===== src/hw/rtl/mipsenc_pkg.sv =====
package mipsenc_pkg;

  localparam int KindW  = 6;
  localparam int WordW  = 32;
  localparam int RegW   = 5;
  localparam int CodeW  = 6;
  localparam int ImmW   = 16;

  localparam logic [4:0] K_ADD   = 5'd0;
  localparam logic [4:0] K_ADDU  = 5'd1;
  localparam logic [4:0] K_AND   = 5'd2;
  localparam logic [4:0] K_JR    = 5'd3;
  localparam logic [4:0] K_OR    = 5'd4;
  localparam logic [4:0] K_SLT   = 5'd5;
  localparam logic [4:0] K_SLTU  = 5'd6;
  localparam logic [4:0] K_SUB   = 5'd7;
  localparam logic [4:0] K_SUBU  = 5'd8;
  localparam logic [4:0] K_XOR   = 5'd9;
  localparam logic [4:0] K_SLL   = 5'd10;
  localparam logic [4:0] K_SRL   = 5'd11;
  localparam logic [4:0] K_DIV   = 5'd12;
  localparam logic [4:0] K_DIVU  = 5'd13;
  localparam logic [4:0] K_MULT  = 5'd14;
  localparam logic [4:0] K_MULTU = 5'd15;
  localparam logic [4:0] K_MFHI  = 5'd16;
  localparam logic [4:0] K_MFLO  = 5'd17;
  localparam logic [4:0] K_MTHI  = 5'd18;
  localparam logic [4:0] K_MTLO  = 5'd19;
  localparam logic [4:0] K_ADDI  = 5'd20;
  localparam logic [4:0] K_ADDIU = 5'd21;
  localparam logic [4:0] K_ANDI  = 5'd22;
  localparam logic [4:0] K_BEQ   = 5'd23;
  localparam logic [4:0] K_BNE   = 5'd24;
  localparam logic [4:0] K_LW    = 5'd25;
  localparam logic [4:0] K_ORI   = 5'd26;
  localparam logic [4:0] K_XORI  = 5'd27;
  localparam logic [4:0] K_SW    = 5'd28;
  localparam logic [4:0] K_LUI   = 5'd29;
  localparam logic [4:0] K_J     = 5'd30;
  localparam logic [4:0] K_JAL   = 5'd31;

  typedef enum logic [3:0] {
    FMT_NONE,
    FMT_RRR,
    FMT_JR,
    FMT_SH,
    FMT_RSRT,
    FMT_RD,
    FMT_RS,
    FMT_IMM,
    FMT_BR,
    FMT_LUI,
    FMT_JMP
  } fmt_t;

  typedef struct packed {
    fmt_t             fmt;
    logic [CodeW-1:0] code;
  } enc_entry_t;

  typedef struct packed {
    logic [KindW-1:0] kind;
    logic [WordW-1:0] arg0;
    logic [WordW-1:0] arg1;
    logic [WordW-1:0] arg2;
    logic [WordW-1:0] address;
  } in_item_t;

  typedef struct packed {
    logic [WordW-1:0] word;
    logic [WordW-1:0] out_address;
  } out_item_t;

  function automatic enc_entry_t enc_lookup(input logic [4:0] k);
    enc_entry_t e;
    unique case (k)
      K_ADD:   e = '{FMT_RRR,  6'h20};
      K_ADDU:  e = '{FMT_RRR,  6'h21};
      K_AND:   e = '{FMT_RRR,  6'h24};
      K_JR:    e = '{FMT_JR,   6'h08};
      K_OR:    e = '{FMT_RRR,  6'h25};
      K_SLT:   e = '{FMT_RRR,  6'h2A};
      K_SLTU:  e = '{FMT_RRR,  6'h2B};
      K_SUB:   e = '{FMT_RRR,  6'h22};
      K_SUBU:  e = '{FMT_RRR,  6'h23};
      K_XOR:   e = '{FMT_RRR,  6'h26};
      K_SLL:   e = '{FMT_SH,   6'h00};
      K_SRL:   e = '{FMT_SH,   6'h02};
      K_DIV:   e = '{FMT_RSRT, 6'h1A};
      K_DIVU:  e = '{FMT_RSRT, 6'h1B};
      K_MULT:  e = '{FMT_RSRT, 6'h18};
      K_MULTU: e = '{FMT_RSRT, 6'h19};
      K_MFHI:  e = '{FMT_RD,   6'h10};
      K_MFLO:  e = '{FMT_RD,   6'h12};
      K_MTHI:  e = '{FMT_RS,   6'h11};
      K_MTLO:  e = '{FMT_RS,   6'h13};
      K_ADDI:  e = '{FMT_IMM,  6'h08};
      K_ADDIU: e = '{FMT_IMM,  6'h09};
      K_ANDI:  e = '{FMT_IMM,  6'h0C};
      K_BEQ:   e = '{FMT_BR,   6'h04};
      K_BNE:   e = '{FMT_BR,   6'h05};
      K_LW:    e = '{FMT_IMM,  6'h23};
      K_ORI:   e = '{FMT_IMM,  6'h0D};
      K_XORI:  e = '{FMT_IMM,  6'h0E};
      K_SW:    e = '{FMT_IMM,  6'h2B};
      K_LUI:   e = '{FMT_LUI,  6'h0F};
      K_J:     e = '{FMT_JMP,  6'h02};
      K_JAL:   e = '{FMT_JMP,  6'h03};
    endcase
    return e;
  endfunction

endpackage


===== src/hw/rtl/mipsenc_in_if.sv =====
interface mipsenc_in_if;
  import mipsenc_pkg::*;

  logic             valid;
  logic             ready;
  logic [KindW-1:0] kind;
  logic [WordW-1:0] arg0;
  logic [WordW-1:0] arg1;
  logic [WordW-1:0] arg2;
  logic [WordW-1:0] address;

  modport source (output valid, kind, arg0, arg1, arg2, address, input ready);
  modport sink   (input valid, kind, arg0, arg1, arg2, address, output ready);
endinterface


===== src/hw/rtl/mipsenc_out_if.sv =====
interface mipsenc_out_if;
  import mipsenc_pkg::*;

  logic             valid;
  logic             ready;
  logic [WordW-1:0] word;
  logic [WordW-1:0] out_address;

  modport source (output valid, word, out_address, input ready);
  modport sink   (input valid, word, out_address, output ready);
endinterface


===== src/hw/rtl/mipsenc_in_stage.sv =====
module mipsenc_in_stage
  import mipsenc_pkg::*;
(
  input  logic     clk,
  input  logic     rst,
  input  logic     up_valid,
  output logic     up_ready,
  input  in_item_t up_item,
  output logic     valid,
  input  logic     down_ready,
  output in_item_t item
);

  assign up_ready = !valid || down_ready;

  always_ff @(posedge clk) begin
    if (rst) begin
      valid <= 1'b0;
    end else if (up_ready) begin
      valid <= up_valid;
    end
  end

  always_ff @(posedge clk) begin
    if (up_ready && up_valid) begin
      item <= up_item;
    end
  end

endmodule


===== src/hw/rtl/mipsenc_encoder.sv =====
module mipsenc_encoder
  import mipsenc_pkg::*;
(
  input  in_item_t  item,
  output out_item_t result
);

  enc_entry_t        ent;
  logic [RegW-1:0]   r0;
  logic [RegW-1:0]   r1;
  logic [RegW-1:0]   r2;
  logic [ImmW-1:0]   imm1;
  logic [ImmW-1:0]   imm2;
  logic [CodeW-1:0]  code;
  logic [WordW-1:0]  word;

  assign ent  = enc_lookup(item.kind[4:0]);
  assign code = ent.code;
  assign r0   = item.arg0[RegW-1:0];
  assign r1   = item.arg1[RegW-1:0];
  assign r2   = item.arg2[RegW-1:0];
  assign imm1 = item.arg1[ImmW-1:0];
  assign imm2 = item.arg2[ImmW-1:0];

  always_comb begin
    unique case (ent.fmt)
      FMT_RRR:  word = {6'b0, r1, r2, r0, 5'b0, code};
      FMT_JR:   word = {6'b0, r0, 15'b0, code};
      FMT_SH:   word = {6'b0, 5'b0, r1, r0, r2, code};
      FMT_RSRT: word = {6'b0, r0, r1, 10'b0, code};
      FMT_RD:   word = {16'b0, r0, 5'b0, code};
      FMT_RS:   word = {6'b0, r0, 15'b0, code};
      FMT_IMM:  word = {code, r1, r0, imm2};
      FMT_BR:   word = {code, r0, r1, imm2};
      FMT_LUI:  word = {code, 5'b0, r0, imm1};
      FMT_JMP:  word = {code, item.arg0[27:2]};
      default:  word = '0;
    endcase
  end

  // Mnemonic codes above the table encode as a zero word.
  assign result.word        = item.kind[KindW-1] ? '0 : word;
  assign result.out_address = item.address;

endmodule


===== src/hw/rtl/mipsenc_out_stage.sv =====
module mipsenc_out_stage
  import mipsenc_pkg::*;
(
  input  logic      clk,
  input  logic      rst,
  input  logic      up_valid,
  output logic      up_ready,
  input  out_item_t up_item,
  output logic      valid,
  input  logic      down_ready,
  output out_item_t item
);

  assign up_ready = !valid || down_ready;

  always_ff @(posedge clk) begin
    if (rst) begin
      valid <= 1'b0;
    end else if (up_ready) begin
      valid <= up_valid;
    end
  end

  always_ff @(posedge clk) begin
    if (up_ready && up_valid) begin
      item <= up_item;
    end
  end

endmodule


===== src/hw/rtl/mips_instruction_encoder.sv =====
// An accepted line passes through the input register, then the result register.
// Throughput: one line per cycle while res.ready is high, set by both registers.
// The encoder between the two registers is a single table lookup and field pack.
// Reset (rst, synchronous, active high) empties both registers; there is no
// other state to clear.
module mips_instruction_encoder
  import mipsenc_pkg::*;
(
  input  logic          clk,
  input  logic          rst,
  mipsenc_in_if.sink    cmd,
  mipsenc_out_if.source res
);

  in_item_t  cmd_item;
  in_item_t  s1_item;
  out_item_t enc_item;
  out_item_t res_item;
  logic      cmd_ready;
  logic      s1_valid;
  logic      s1_ready;
  logic      res_valid;

  assign cmd_item.kind    = cmd.kind;
  assign cmd_item.arg0    = cmd.arg0;
  assign cmd_item.arg1    = cmd.arg1;
  assign cmd_item.arg2    = cmd.arg2;
  assign cmd_item.address = cmd.address;
  assign cmd.ready        = cmd_ready;

  mipsenc_in_stage u_in_stage (
    .clk        (clk),
    .rst        (rst),
    .up_valid   (cmd.valid),
    .up_ready   (cmd_ready),
    .up_item    (cmd_item),
    .valid      (s1_valid),
    .down_ready (s1_ready),
    .item       (s1_item)
  );

  mipsenc_encoder u_encoder (
    .item   (s1_item),
    .result (enc_item)
  );

  mipsenc_out_stage u_out_stage (
    .clk        (clk),
    .rst        (rst),
    .up_valid   (s1_valid),
    .up_ready   (s1_ready),
    .up_item    (enc_item),
    .valid      (res_valid),
    .down_ready (res.ready),
    .item       (res_item)
  );

  assign res.valid       = res_valid;
  assign res.word        = res_item.word;
  assign res.out_address = res_item.out_address;

`ifndef SYNTHESIS
  a_reset_empty: assert property (@(posedge clk) rst |=> !res.valid && !s1_valid)
    else $error("Result register not empty after reset.");

  a_full_blocks: assert property (@(posedge clk) disable iff (rst)
    (s1_valid && res.valid && !res.ready) |-> !cmd.ready)
    else $error("Input taken while both stages are full and stalled.");

  a_transfer_lands: assert property (@(posedge clk) disable iff (rst)
    (cmd.valid && cmd.ready) |=> s1_valid)
    else $error("Accepted line was not captured.");

  a_stage_moves: assert property (@(posedge clk) disable iff (rst)
    (s1_valid && s1_ready) |=> res.valid)
    else $error("Encoded line was not registered for output.");
`endif

endmodule

===== src/flat_wrapper.sv =====
// flat-port wrapper written by rule: the top's interface ports become plain ports
module mips_instruction_encoder_flat import mipsenc_pkg::*;
  (clk, rst, cmd_valid, cmd_kind, cmd_arg0, cmd_arg1, cmd_arg2, cmd_address, cmd_ready, res_valid, res_word, res_out_address, res_ready);
  mipsenc_in_if cmd_i ();
  mipsenc_out_if res_i ();
  input  logic clk;
  input  logic rst;
  input wire logic [$bits(cmd_i.valid)-1:0] cmd_valid;
  input wire logic [$bits(cmd_i.kind)-1:0] cmd_kind;
  input wire logic [$bits(cmd_i.arg0)-1:0] cmd_arg0;
  input wire logic [$bits(cmd_i.arg1)-1:0] cmd_arg1;
  input wire logic [$bits(cmd_i.arg2)-1:0] cmd_arg2;
  input wire logic [$bits(cmd_i.address)-1:0] cmd_address;
  output wire logic [$bits(cmd_i.ready)-1:0] cmd_ready;
  output wire logic [$bits(res_i.valid)-1:0] res_valid;
  output wire logic [$bits(res_i.word)-1:0] res_word;
  output wire logic [$bits(res_i.out_address)-1:0] res_out_address;
  input wire logic [$bits(res_i.ready)-1:0] res_ready;
  assign cmd_i.valid = cmd_valid;
  assign cmd_i.kind = cmd_kind;
  assign cmd_i.arg0 = cmd_arg0;
  assign cmd_i.arg1 = cmd_arg1;
  assign cmd_i.arg2 = cmd_arg2;
  assign cmd_i.address = cmd_address;
  assign cmd_ready = cmd_i.ready;
  assign res_valid = res_i.valid;
  assign res_word = res_i.word;
  assign res_out_address = res_i.out_address;
  assign res_i.ready = res_ready;
  mips_instruction_encoder u_core (.clk(clk), .rst(rst), .cmd(cmd_i), .res(res_i));
endmodule

===== config.mk =====
export PLATFORM = sky130hd
export DESIGN_NAME = mips_instruction_encoder_flat
export DESIGN_NICKNAME = d
export VERILOG_FILES = /design/src/hw/rtl/mipsenc_pkg.sv /design/src/hw/rtl/mipsenc_in_if.sv /design/src/hw/rtl/mipsenc_out_if.sv /design/src/hw/rtl/mipsenc_in_stage.sv /design/src/hw/rtl/mipsenc_encoder.sv /design/src/hw/rtl/mipsenc_out_stage.sv /design/src/hw/rtl/mips_instruction_encoder.sv /design/src/flat_wrapper.sv
export SDC_FILE = /design/constraint.sdc
export NUM_CORES = 1
export LEC_CHECK = 0
export ABC_AREA = 1
export BUFFER_PORTS_ARGS = -buffer_cell sky130_fd_sc_hd__buf_4
export CORE_ASPECT_RATIO = 0.75
export CORE_MARGIN = 5
export CORE_UTILIZATION = 46
export DETAILED_ROUTE_END_ITERATION = 7
export GPL_ROUTABILITY_DRIVEN = 0
export GPL_TIMING_DRIVEN = 0
export PLACE_DENSITY = 0.74
export SYNTH_ARGS = -nofsm -noshare
export SYNTH_HDL_FRONTEND = slang
export SYNTH_SLANG_ARGS = --single-unit
export TNS_END_PERCENT = 5

===== constraint.sdc =====
create_clock -name clk -period 4.9 [get_ports clk]
set_clock_uncertainty 0.2 [all_clocks]
set_input_delay 0.735 -clock clk [delete_from_list [all_inputs] [get_ports clk]]
set_output_delay 0.735 -clock clk [all_outputs]
set_load 0.01 [all_outputs]

==> impl_metrics.tcl, run 1 <==
set metrics [dict create \
    worst-slew-pin-transition_ps 756 \
    combined_global_route_utilization_of_all_metal_layers 0.189 \
    slowest_stage "buf_4" \
    grt_pass1_vias 4649 \
    worst_reg2reg_startpoint "u_core.u_out_stage.valid" \
    drt_drc_violations_left 0 \
    fillerInstances 1100 \
    cts.reportedPaths.clkPinSlew_ps 70 \
    cts_setup_buffers 0 \
    most_common_cell_after_layout_fill_and_taps_aside "buf_4" \
    fin_nets 825 \
    path_cells "buf_4 -> inv_1 -> nand3_4 -> buf_4" \
    setup.worst_path.start "res_ready" \
    number_of_buffer_cells_added_on_primary_ports 167 \
    number_of_cts_inserted_buffers 17 \
    diodes 0 \
    cts_hold_buffers 0 \
    timing.hold.worst.start "u_core.u_in_stage.item[27]" \
    vdd.ir_drop.worst_mv 0.253 \
    syn_inst 491 \
    cts_resized 0 \
    worstSetupStartpointType "input port" \
    power.static_leakage_nw 3.56 \
    power_density_mw_per_mm2 389 \
    holdWs_ps 217 \
    timing.final.setup_violations 0 \
    cts_max_level 4 \
    tritoncts "done" \
    clk-insertion-delay-late_ps 430 \
    floorplan.rows 38 \
    synth_ff_type "edfxtp_1" \
    final_cell_mix "buf_4 (170), edfxtp_1 (162), nand2_1 (130)" \
    power.sequential.fraction 0.513 \
    drt-total-wl_mm 16.3 \
    finalWorstPathRequiredPeriod_ps 2260 \
    switchingPower_mw 0.889 \
    drt.antenna.violating_nets 0 \
    final-hold-violation-count 0 \
    max_cap_violations 0 \
    seq_area_sq_mm 0.00510 \
    design.die.area_sq_mm 0.0171 \
    final-max-slew-violation-count 0 \
    i_o_pins 204 \
    wl_per_cell_um 18.3 \
    fmaxAchievable_mhz 442 \
    drt_first_pass_iters 5 \
    power_frac_comb 0.115 \
    post_synth.cell_area_avg_sq_um 13.7 \
    required_ps 3960 \
    drive_above_1_share 0.349 \
    die_x_um 150 \
    crit_fanout 8 \
    max-slew-margin-rel 0.495 \
    yosysUniqueCellTypes 28 \
    total_vias_in_the_final_route 4619 \
    core_area_sq_mm 0.0144 \
    synth-warning-count 0 \
    layout-area-overhead-vs-synth_pct 32.2 \
    clockPowerShare 0.371 \
    synth_seq_area_share 0.760 \
    detailedPlacementHpwl_mm 11.9 \
    grt_max_degree 57 \
    synthArstFlopShare 0 \
    run_status "finished clean" \
    totalPowerFinal_mw 3.46 \
    globalRouteOverflowTotal 0 \
    multi_input_area_sq_mm 0.00141 \
    cpPeakStageDelay_ps 180 \
    fp.dieH_um 115 \
    critPathCaptureType "output pin" \
    cell_internal_pwr_mw 2.57 \
    number_of_sinks_on_the_clock_net 174 \
    grt_antenna_before_repair 0 \
    fin_crit_share 0.462 \
    synth_fp_nets 636 \
    ctsRootBufferMaster "clkbuf_16" \
    min_path_type "reg -> reg" \
    clk_path_buf_depth 2 \
    grt_setup_unrepaired "false" \
    final_core_utilization 0.616 \
    mappedNetlistArea_sq_mm 0.00672 \
    crit_type "in -> out" \
    initial_core_util 0.466 \
    critical_path_arrival_ps 1330 \
    count_of_flip_flops_with_a_built_in_enable_after_synthesis 162 \
    cp_common_cell "buf_4" \
    yosys_register_bits 174 \
    initialDrtViolationCount 649 \
    sw_frac_of_total 0.257 \
    routed_via_density 5.17 \
    grt_first_pass_wirelength_mm 24.6 \
]
-- flip-flops by register name, indices dropped and copies added, names as in the netlist --
signal and count:
u_core.u_in_stage.item 98, u_core.u_out_stage.valid 1, u_core.u_in_stage.valid 1, u_core.u_encoder.ent 10, u_core.u_out_stage.item 64
-- synth_stat cells, types with 5 or more instances --
master | instances | area [sq um]
a41oi_1 | 9 | 78.8
nand2_2 | 12 | 75.1
ha_1 | 7 | 87.6
inv_1 | 25 | 93.8
nand3_1 | 39 | 195
a21oi_1 | 10 | 50.1
edfxtp_1 | 162 | 4860
buf_2 | 5 | 25.0
nand2_4 | 5 | 56.3
a31oi_1 | 10 | 62.6
nand2_1 | 130 | 488
nand4_1 | 6 | 37.5
a22oi_1 | 9 | 67.6
nor2_1 | 19 | 71.3
dfxtp_1 | 12 | 240
-- worst max-delay path, delay by kind of cell --
family | cells | cell delay, ps
buf+inv | 3 | 440
simple gates | 1 | 150
-- cells by family after synthesis --
family	after synthesis	synth area share
AO/OA/AOI/OAI	51	0.0516
AND/OR/NAND/NOR	216	0.144
buffers and inverters	43	0.0313
flip-flops	174	0.760
adder cells (fa/ha/maj)	7	0.0130
-- power groups by stage --
stage	clock network, mW	logic (mW)	registers [mW]
2_1_floorplan	0	0.193	1.81
3_3_place_gp	0	0.369	1.81
3_5_place_dp	0	0.393	1.81
4_1_cts	1.30	0.396	1.77
5_1_grt	1.37	0.434	1.78
6_report	1.28	0.399	1.78
-- routing by layer --
metal,GRT usage,up-vias,part of all wire
met5,0,-,0
met4,0.0768,0,0.026
met3,0.0538,40,0.090
met2,0.284,256,0.46
met1,0.263,2181,0.42
li1,-,2142,-
-- area by class of cell --
class                   count  share of cell area
multi-input cells         274               0.159
repair buffers            170               0.150
plain buffers              15              0.0118
inverters                  28              0.0121
clock inverters            14              0.0159
clock buffers              18              0.0483
well taps                 200              0.0282
flip-flops and latches    174               0.575
-- stage by stage --
stage / area [sq um] / TNS [ps] / setup WS, ps / std cells
after floorplan: 6720 / 0 / 266 / 491
after global placement: 8220 / -79980 / -1250 / 858
after detailed placement: 8310 / 0 / 2260 / 861
after CTS: 8880 / 0 / 2630 / 893
after global routing: 8880 / 0 / 2500 / 893
final: 8880 / 0 / 2640 / 893
-- path summary, 6_finish.rpt --
path	to	slack, ps	cells after the start
worst max-delay path	cmd_ready	2640	4
worst min-delay path	u_core.u_out_stage.item[27]	220	0
worst max register to register	u_core.u_encoder.ent[6]	2720	11
worst min register to register	u_core.u_out_stage.item[27]	220	0
No activity file was read; power rests on OpenSTA's default activity.
==> run 2, diff against run 1 <==
- clock period: 4.9 -> 1.99 ns (I/O delays scaled with it)
==> run 2 against run 1 <==
Net effect: cell count up 12%; routed wire length grew 16%; highest routed layer unchanged; design area grew 13%; via count up 11%; count of clock-buffer cells in the layout decreased by 1; total power grew to 2.5 times the previous value; sequential share of layout area decreased by 6.4 points; critical path depth grew 4.
==> impl_metrics.tcl, run 2 (same netlist as run 1, synthesis figures left out) <==
set metrics [dict create \
    run_status "finished clean" \
    i_o_pins 204 \
    regToRegSetupSlack_ps 30 \
    drt-total-wl_mm 19.0 \
    worst_r2r_path_depth 8 \
    fin_nets 935 \
    dp_cells 862 \
    crit_path_end "u_core.u_out_stage.item[47]" \
    fmaxAchievable_mhz 510 \
    detailedPlace.worstSlack_ps -374 \
    grt_pass1_vias 5229 \
    power.static_leakage_nw 4.01 \
    least_setup_slack_across_all_paths_after_layout_ps 27.9 \
    combined_global_route_utilization_of_all_metal_layers 0.224 \
    initialDrtViolationCount 648 \
    grt_setup_unrepaired "true" \
    max-slew-margin-rel 0.603 \
    total_vias_in_the_final_route 5140 \
    fin_area_sq_mm 0.0100 \
    final-hold-violation-count 0 \
    timing.final.setup_violations 0 \
    design.die.area_sq_mm 0.0171 \
    largest_register_ff_count 98 \
    fin_crit_share 0.986 \
    tns_ps 0 \
    power_density_mw_per_mm2 880 \
    drt_first_pass_iters 6 \
    holdWs_ps 58.6 \
    regMostFlops "u_core.u_in_stage.item" \
    grt_first_pass_wirelength_mm 28.6 \
    totalPowerFinal_mw 8.80 \
    worst-slew-pin-transition_ps 596 \
    initial_core_util 0.466 \
    critical_path_arrival_ps 1920 \
    final_cell_mix "buf_4 (179), edfxtp_1 (162), nand2_1 (130)" \
    crit_type "reg -> reg" \
    ctsRootBufferMaster "clkbuf_16" \
    routed_via_density 5.13 \
    detailedPlacementHpwl_mm 11.8 \
    drt.antenna.violating_nets 0 \
    tritoncts "done" \
    number_of_buffer_cells_added_on_primary_ports 167 \
    min_path_type "in -> reg" \
    final_core_utilization 0.694 \
    worstSetupStartpointType "flip-flop" \
    finalWorstPathRequiredPeriod_ps 1960 \
    floorplan.rows 38 \
    layout-area-overhead-vs-synth_pct 48.8 \
    cts.reportedPaths.clkPinSlew_ps 80 \
    drive_above_1_share 0.323 \
    clk-insertion-delay-late_ps 440 \
    grt_max_degree 40 \
    globalRouteOverflowTotal 0 \
    critPathCaptureType "flip-flop" \
    number_of_sinks_on_the_clock_net 174 \
    core_area_sq_mm 0.0144 \
    required_ps 1950 \
    most_common_cell_after_layout_fill_and_taps_aside "buf_4" \
    crit_fanout 10 \
    fp.dieH_um 115 \
    vdd.ir_drop.worst_mv 0.643 \
    cts_max_level 4 \
    diodes 0 \
    worst_reg2reg_startpoint "u_core.u_encoder.ent[9]" \
    dpl-instance-area_sq_mm 0.00832 \
    drt_drc_violations_left 0 \
    final-max-slew-violation-count 0 \
    crit-reg2reg-capture "u_core.u_out_stage.item[47]" \
    die_x_um 150 \
    setup.worst_path.start "u_core.u_encoder.ent[9]" \
    max_cap_violations 0 \
    number_of_cts_inserted_buffers 17 \
    wl_per_cell_um 18.9 \
    grt_antenna_before_repair 0 \
    final_cell_count_no_fill 1002 \
    clk_path_buf_depth 2 \
]
==> run 2: what timing repair did <==
action / CTS / global route
hold buffers: 99 / 0
hold endpoints to repair: 100 / 0
gates cloned: 1 / 0
buffers inserted: 0 / 9
endpoints found under the setup margin: 77 / 91
gates resized for setup: 2 / 7
pin swaps: 0 / 1
==> run 2: worst max-delay path, stage by stage, from the launching register on <==
cell	delay, ps
dfxtp_1	330
inv_1	100
nor2_2	50
buf_4	170
nand2_2	90
nand2_2	140
buf_4	230
a22oi_1	210
a31oi_2	180
==> run 2: area by class of cell <==
type / count / area [sq um]
Buffer: 15 / 108
Clock buffer: 17 / 425
Clock inverter: 14 / 141
Fill cell: 944 / 4410
Inverter: 28 / 113
Multi-Input combinational cell: 274 / 1460
Sequential cell: 174 / 5110
Tap cell: 200 / 250
Timing Repair Buffer: 279 / 2390
Timing Repair inverter: 1 / 5.00
==> run 2: worst min-delay path by stage <==
stage | to | slack [ps] | depth (start not counted) | startpoint
final | u_core.u_out_stage.valid | 60 | 4 | res_ready
after detailed placement | u_core.u_out_stage.item[0] | 200 | 0 | u_core.u_in_stage.item[0]
after global placement | u_core.u_out_stage.item[9] | 200 | 0 | u_core.u_in_stage.item[9]
after global routing | u_core.u_out_stage.valid | 100 | 4 | res_ready
after CTS | u_core.u_out_stage.valid | 50 | 4 | res_ready
after floorplan | u_core.u_out_stage.valid | 160 | 1 | rst
==> run 2: layer usage <==
metal,vias to the layer above,track usage,wire [um]
met5,-,0,0
met2,311,0.358,9240
met4,0,0.115,784
li1,2365,-,-
met3,59,0.0586,1680
met1,2405,0.285,7270
==> run 2: report_power, final <==
group	switching, mW	internal (mW)	total (mW)	leakage, nW
Combinational	0.645	0.543	1.19	2.06
Sequential	0.116	4.26	4.38	1.68
Clock	1.57	1.66	3.23	0.275
Total	2.33	6.47	8.80	4.01
==> run 3, diff against run 2 <==
- CTS_CLUSTER_SIZE: unset -> 24
- REMOVE_ABC_BUFFERS: unset -> 1
==> run 3 against run 2 <==
Net effect: via count rose by 1.1%; register-to-register slack about the same; non-clock buffer count decreased by 12; die area is the same; highest routed layer unchanged; count of clock-buffer cells in the layout unchanged; sequential cell count did not move; worst setup slack worse by 10 ps; sequential power barely moved; clock power is essentially flat; total power about the same.
==> impl_metrics.tcl, run 3 (same netlist as run 1, synthesis figures left out) <==
set metrics [dict create \
    clockPowerShare 0.366 \
    timing.final.setup_violations 0 \
    whs_path_depth 4 \
    i_o_pins 204 \
    final_core_utilization 0.693 \
    number_of_cts_inserted_buffers 17 \
    design.die.area_sq_mm 0.0171 \
    clk_path_buf_depth 2 \
    regMostFlops "u_core.u_in_stage.item" \
    fillerInstances 909 \
    total_vias_in_the_final_route 5199 \
    critical_path_arrival_ps 2010 \
    drt_first_pass_iters 6 \
    grt_first_pass_wirelength_mm 27.3 \
    power.sequential.fraction 0.499 \
    cts_max_level 4 \
    tritoncts "done" \
    clk-insertion-delay-late_ps 430 \
    grt_max_degree 58 \
    layout-area-overhead-vs-synth_pct 48.7 \
    required_ps 2030 \
    cts.reportedPaths.clkPinSlew_ps 70 \
    worst_r2r_path_depth 6 \
    globalRouteOverflowTotal 0 \
    max_cap_violations 0 \
    drt.antenna.violating_nets 0 \
    power_density_mw_per_mm2 880 \
    totalPowerFinal_mw 8.79 \
    fin_nets 925 \
    routed_via_density 5.23 \
    final-hold-violation-count 0 \
    grt_antenna_before_repair 1 \
    sw_frac_of_total 0.264 \
    drive_above_1_share 0.324 \
    drt-total-wl_mm 18.7 \
    largest_register_ff_count 98 \
    vdd.ir_drop.worst_mv 0.639 \
    initial_core_util 0.466 \
    die_x_um 150 \
    fin_crit_share 0.991 \
    number_of_buffer_cells_added_on_primary_ports 167 \
    crit_fanout 6 \
    critPathCaptureType "flip-flop" \
    power_frac_comb 0.135 \
    grt_setup_unrepaired "true" \
    ctsRootBufferMaster "clkbuf_16" \
    max-slew-margin-rel 0.344 \
    drt_drc_violations_left 0 \
    most_common_cell_after_layout_fill_and_taps_aside "buf_4" \
    floorplan.rows 38 \
    wl_per_cell_um 18.8 \
    worstSetupStartpointType "flip-flop" \
    grt_pass1_vias 5085 \
    number_of_sinks_on_the_clock_net 174 \
    cell_internal_pwr_mw 6.46 \
    detailedPlacementHpwl_mm 10.9 \
    initialDrtViolationCount 591 \
    finalWorstPathRequiredPeriod_ps 1970 \
    final-max-slew-violation-count 0 \
    combined_global_route_utilization_of_all_metal_layers 0.212 \
    min_path_type "in -> reg" \
    run_status "finished clean" \
    core_area_sq_mm 0.0144 \
    worst-slew-pin-transition_ps 984 \
    fmaxAchievable_mhz 507 \
    fp.dieH_um 115 \
    final_cell_mix "buf_4 (178), edfxtp_1 (162), nand2_1 (129)" \
    power.static_leakage_nw 4.00 \
    crit_type "reg -> reg" \
    switchingPower_mw 2.32 \
]
run 3: cell count changes in the layout (fill, tap and decap cells not counted), moves of 2 or more:
cell	before	now
buf_12	5	2
buf_2	4	0
clkbuf_1	4	0
clkinv_4	2	4
inv_6	7	4
inv_8	2	4
nand2_4	6	8
nor2_4	0	3
run 3: timing repair:
item / CTS / global route
pin swaps: 1 / 6
gates cloned: 1 / 2
hold buffers: 100 / 0
endpoints found under the hold margin: 100 / 0
gates resized for setup: 10 / 12
buffers inserted: 0 / 11
endpoints found under the setup margin: 96 / 94
run 3: routing by layer:
metal  vias up  wire length [um]  GRT usage
met5         -                 0          0
met2       320              9450      0.352
met1      2471              7020      0.273
li1       2345                 -          -
met3        63              1730     0.0530
met4         0               513     0.0750
run 3: cell type report:
class / instances / area [sq um] / share of cell area
Antenna cell: 1 / 2.50 / 0.000251
Clock buffer: 17 / 425 / 0.0426
Inverter: 28 / 115 / 0.0115
Timing Repair Buffer: 282 / 2420 / 0.242
Sequential cell: 174 / 5110 / 0.512
Multi-Input combinational cell: 277 / 1520 / 0.152
Clock inverter: 15 / 150 / 0.0150
Tap cell: 200 / 250 / 0.0251
run 3: worst max-delay path: stages (launching register included):
cell	delay, ps
dfxtp_1	520
inv_1	100
nor2_1	220
nand2_1	160
nand4_1	250
nand2_1	120
a41oi_1	220
run 3: through the flow:
| stage | hold slack [ps] | TNS, ps | std cells | worst slack, ps | instance area (sq um) |
|---|---|---|---|---|---|
| 2_1_floorplan | 168 | -267110 | 476 | -2260 | 6610 |
| 3_3_place_gp | 200 | -446500 | 843 | -3650 | 8120 |
| 3_5_place_dp | 205 | -24330 | 847 | -587 | 8210 |
| 4_1_cts | 69.8 | 0 | 980 | 3.17 | 9840 |
| 5_1_grt | 210 | -124 | 994 | -70.9 | 9990 |
| 6_report | 214 | 0 | 994 | 17.9 | 9990 |
run 3: path summary, 6_finish.rpt:
kind | startpoint | end | slack (ps)
hold / removal | cmd_valid | u_core.u_in_stage.valid | 210
setup reg to reg | u_core.u_encoder.ent[8] | u_core.u_out_stage.item[32] | 20
hold reg to reg | u_core.u_in_stage.item[10] | u_core.u_out_stage.item[10] | 220
setup / recovery | u_core.u_encoder.ent[8] | u_core.u_out_stage.item[32] | 20
run 3: power groups by stage:
| stage | logic [mW] | clock network (mW) | registers, mW |
|---|---|---|---|
| CTS | 1.11 | 3.22 | 4.38 |
| detailed placement | 0.926 | 0 | 4.45 |
| finish | 1.19 | 3.21 | 4.39 |
| global route | 1.28 | 3.40 | 4.40 |
| floorplan | 0.439 | 0 | 4.46 |
| global placement | 0.866 | 0 | 4.46 |
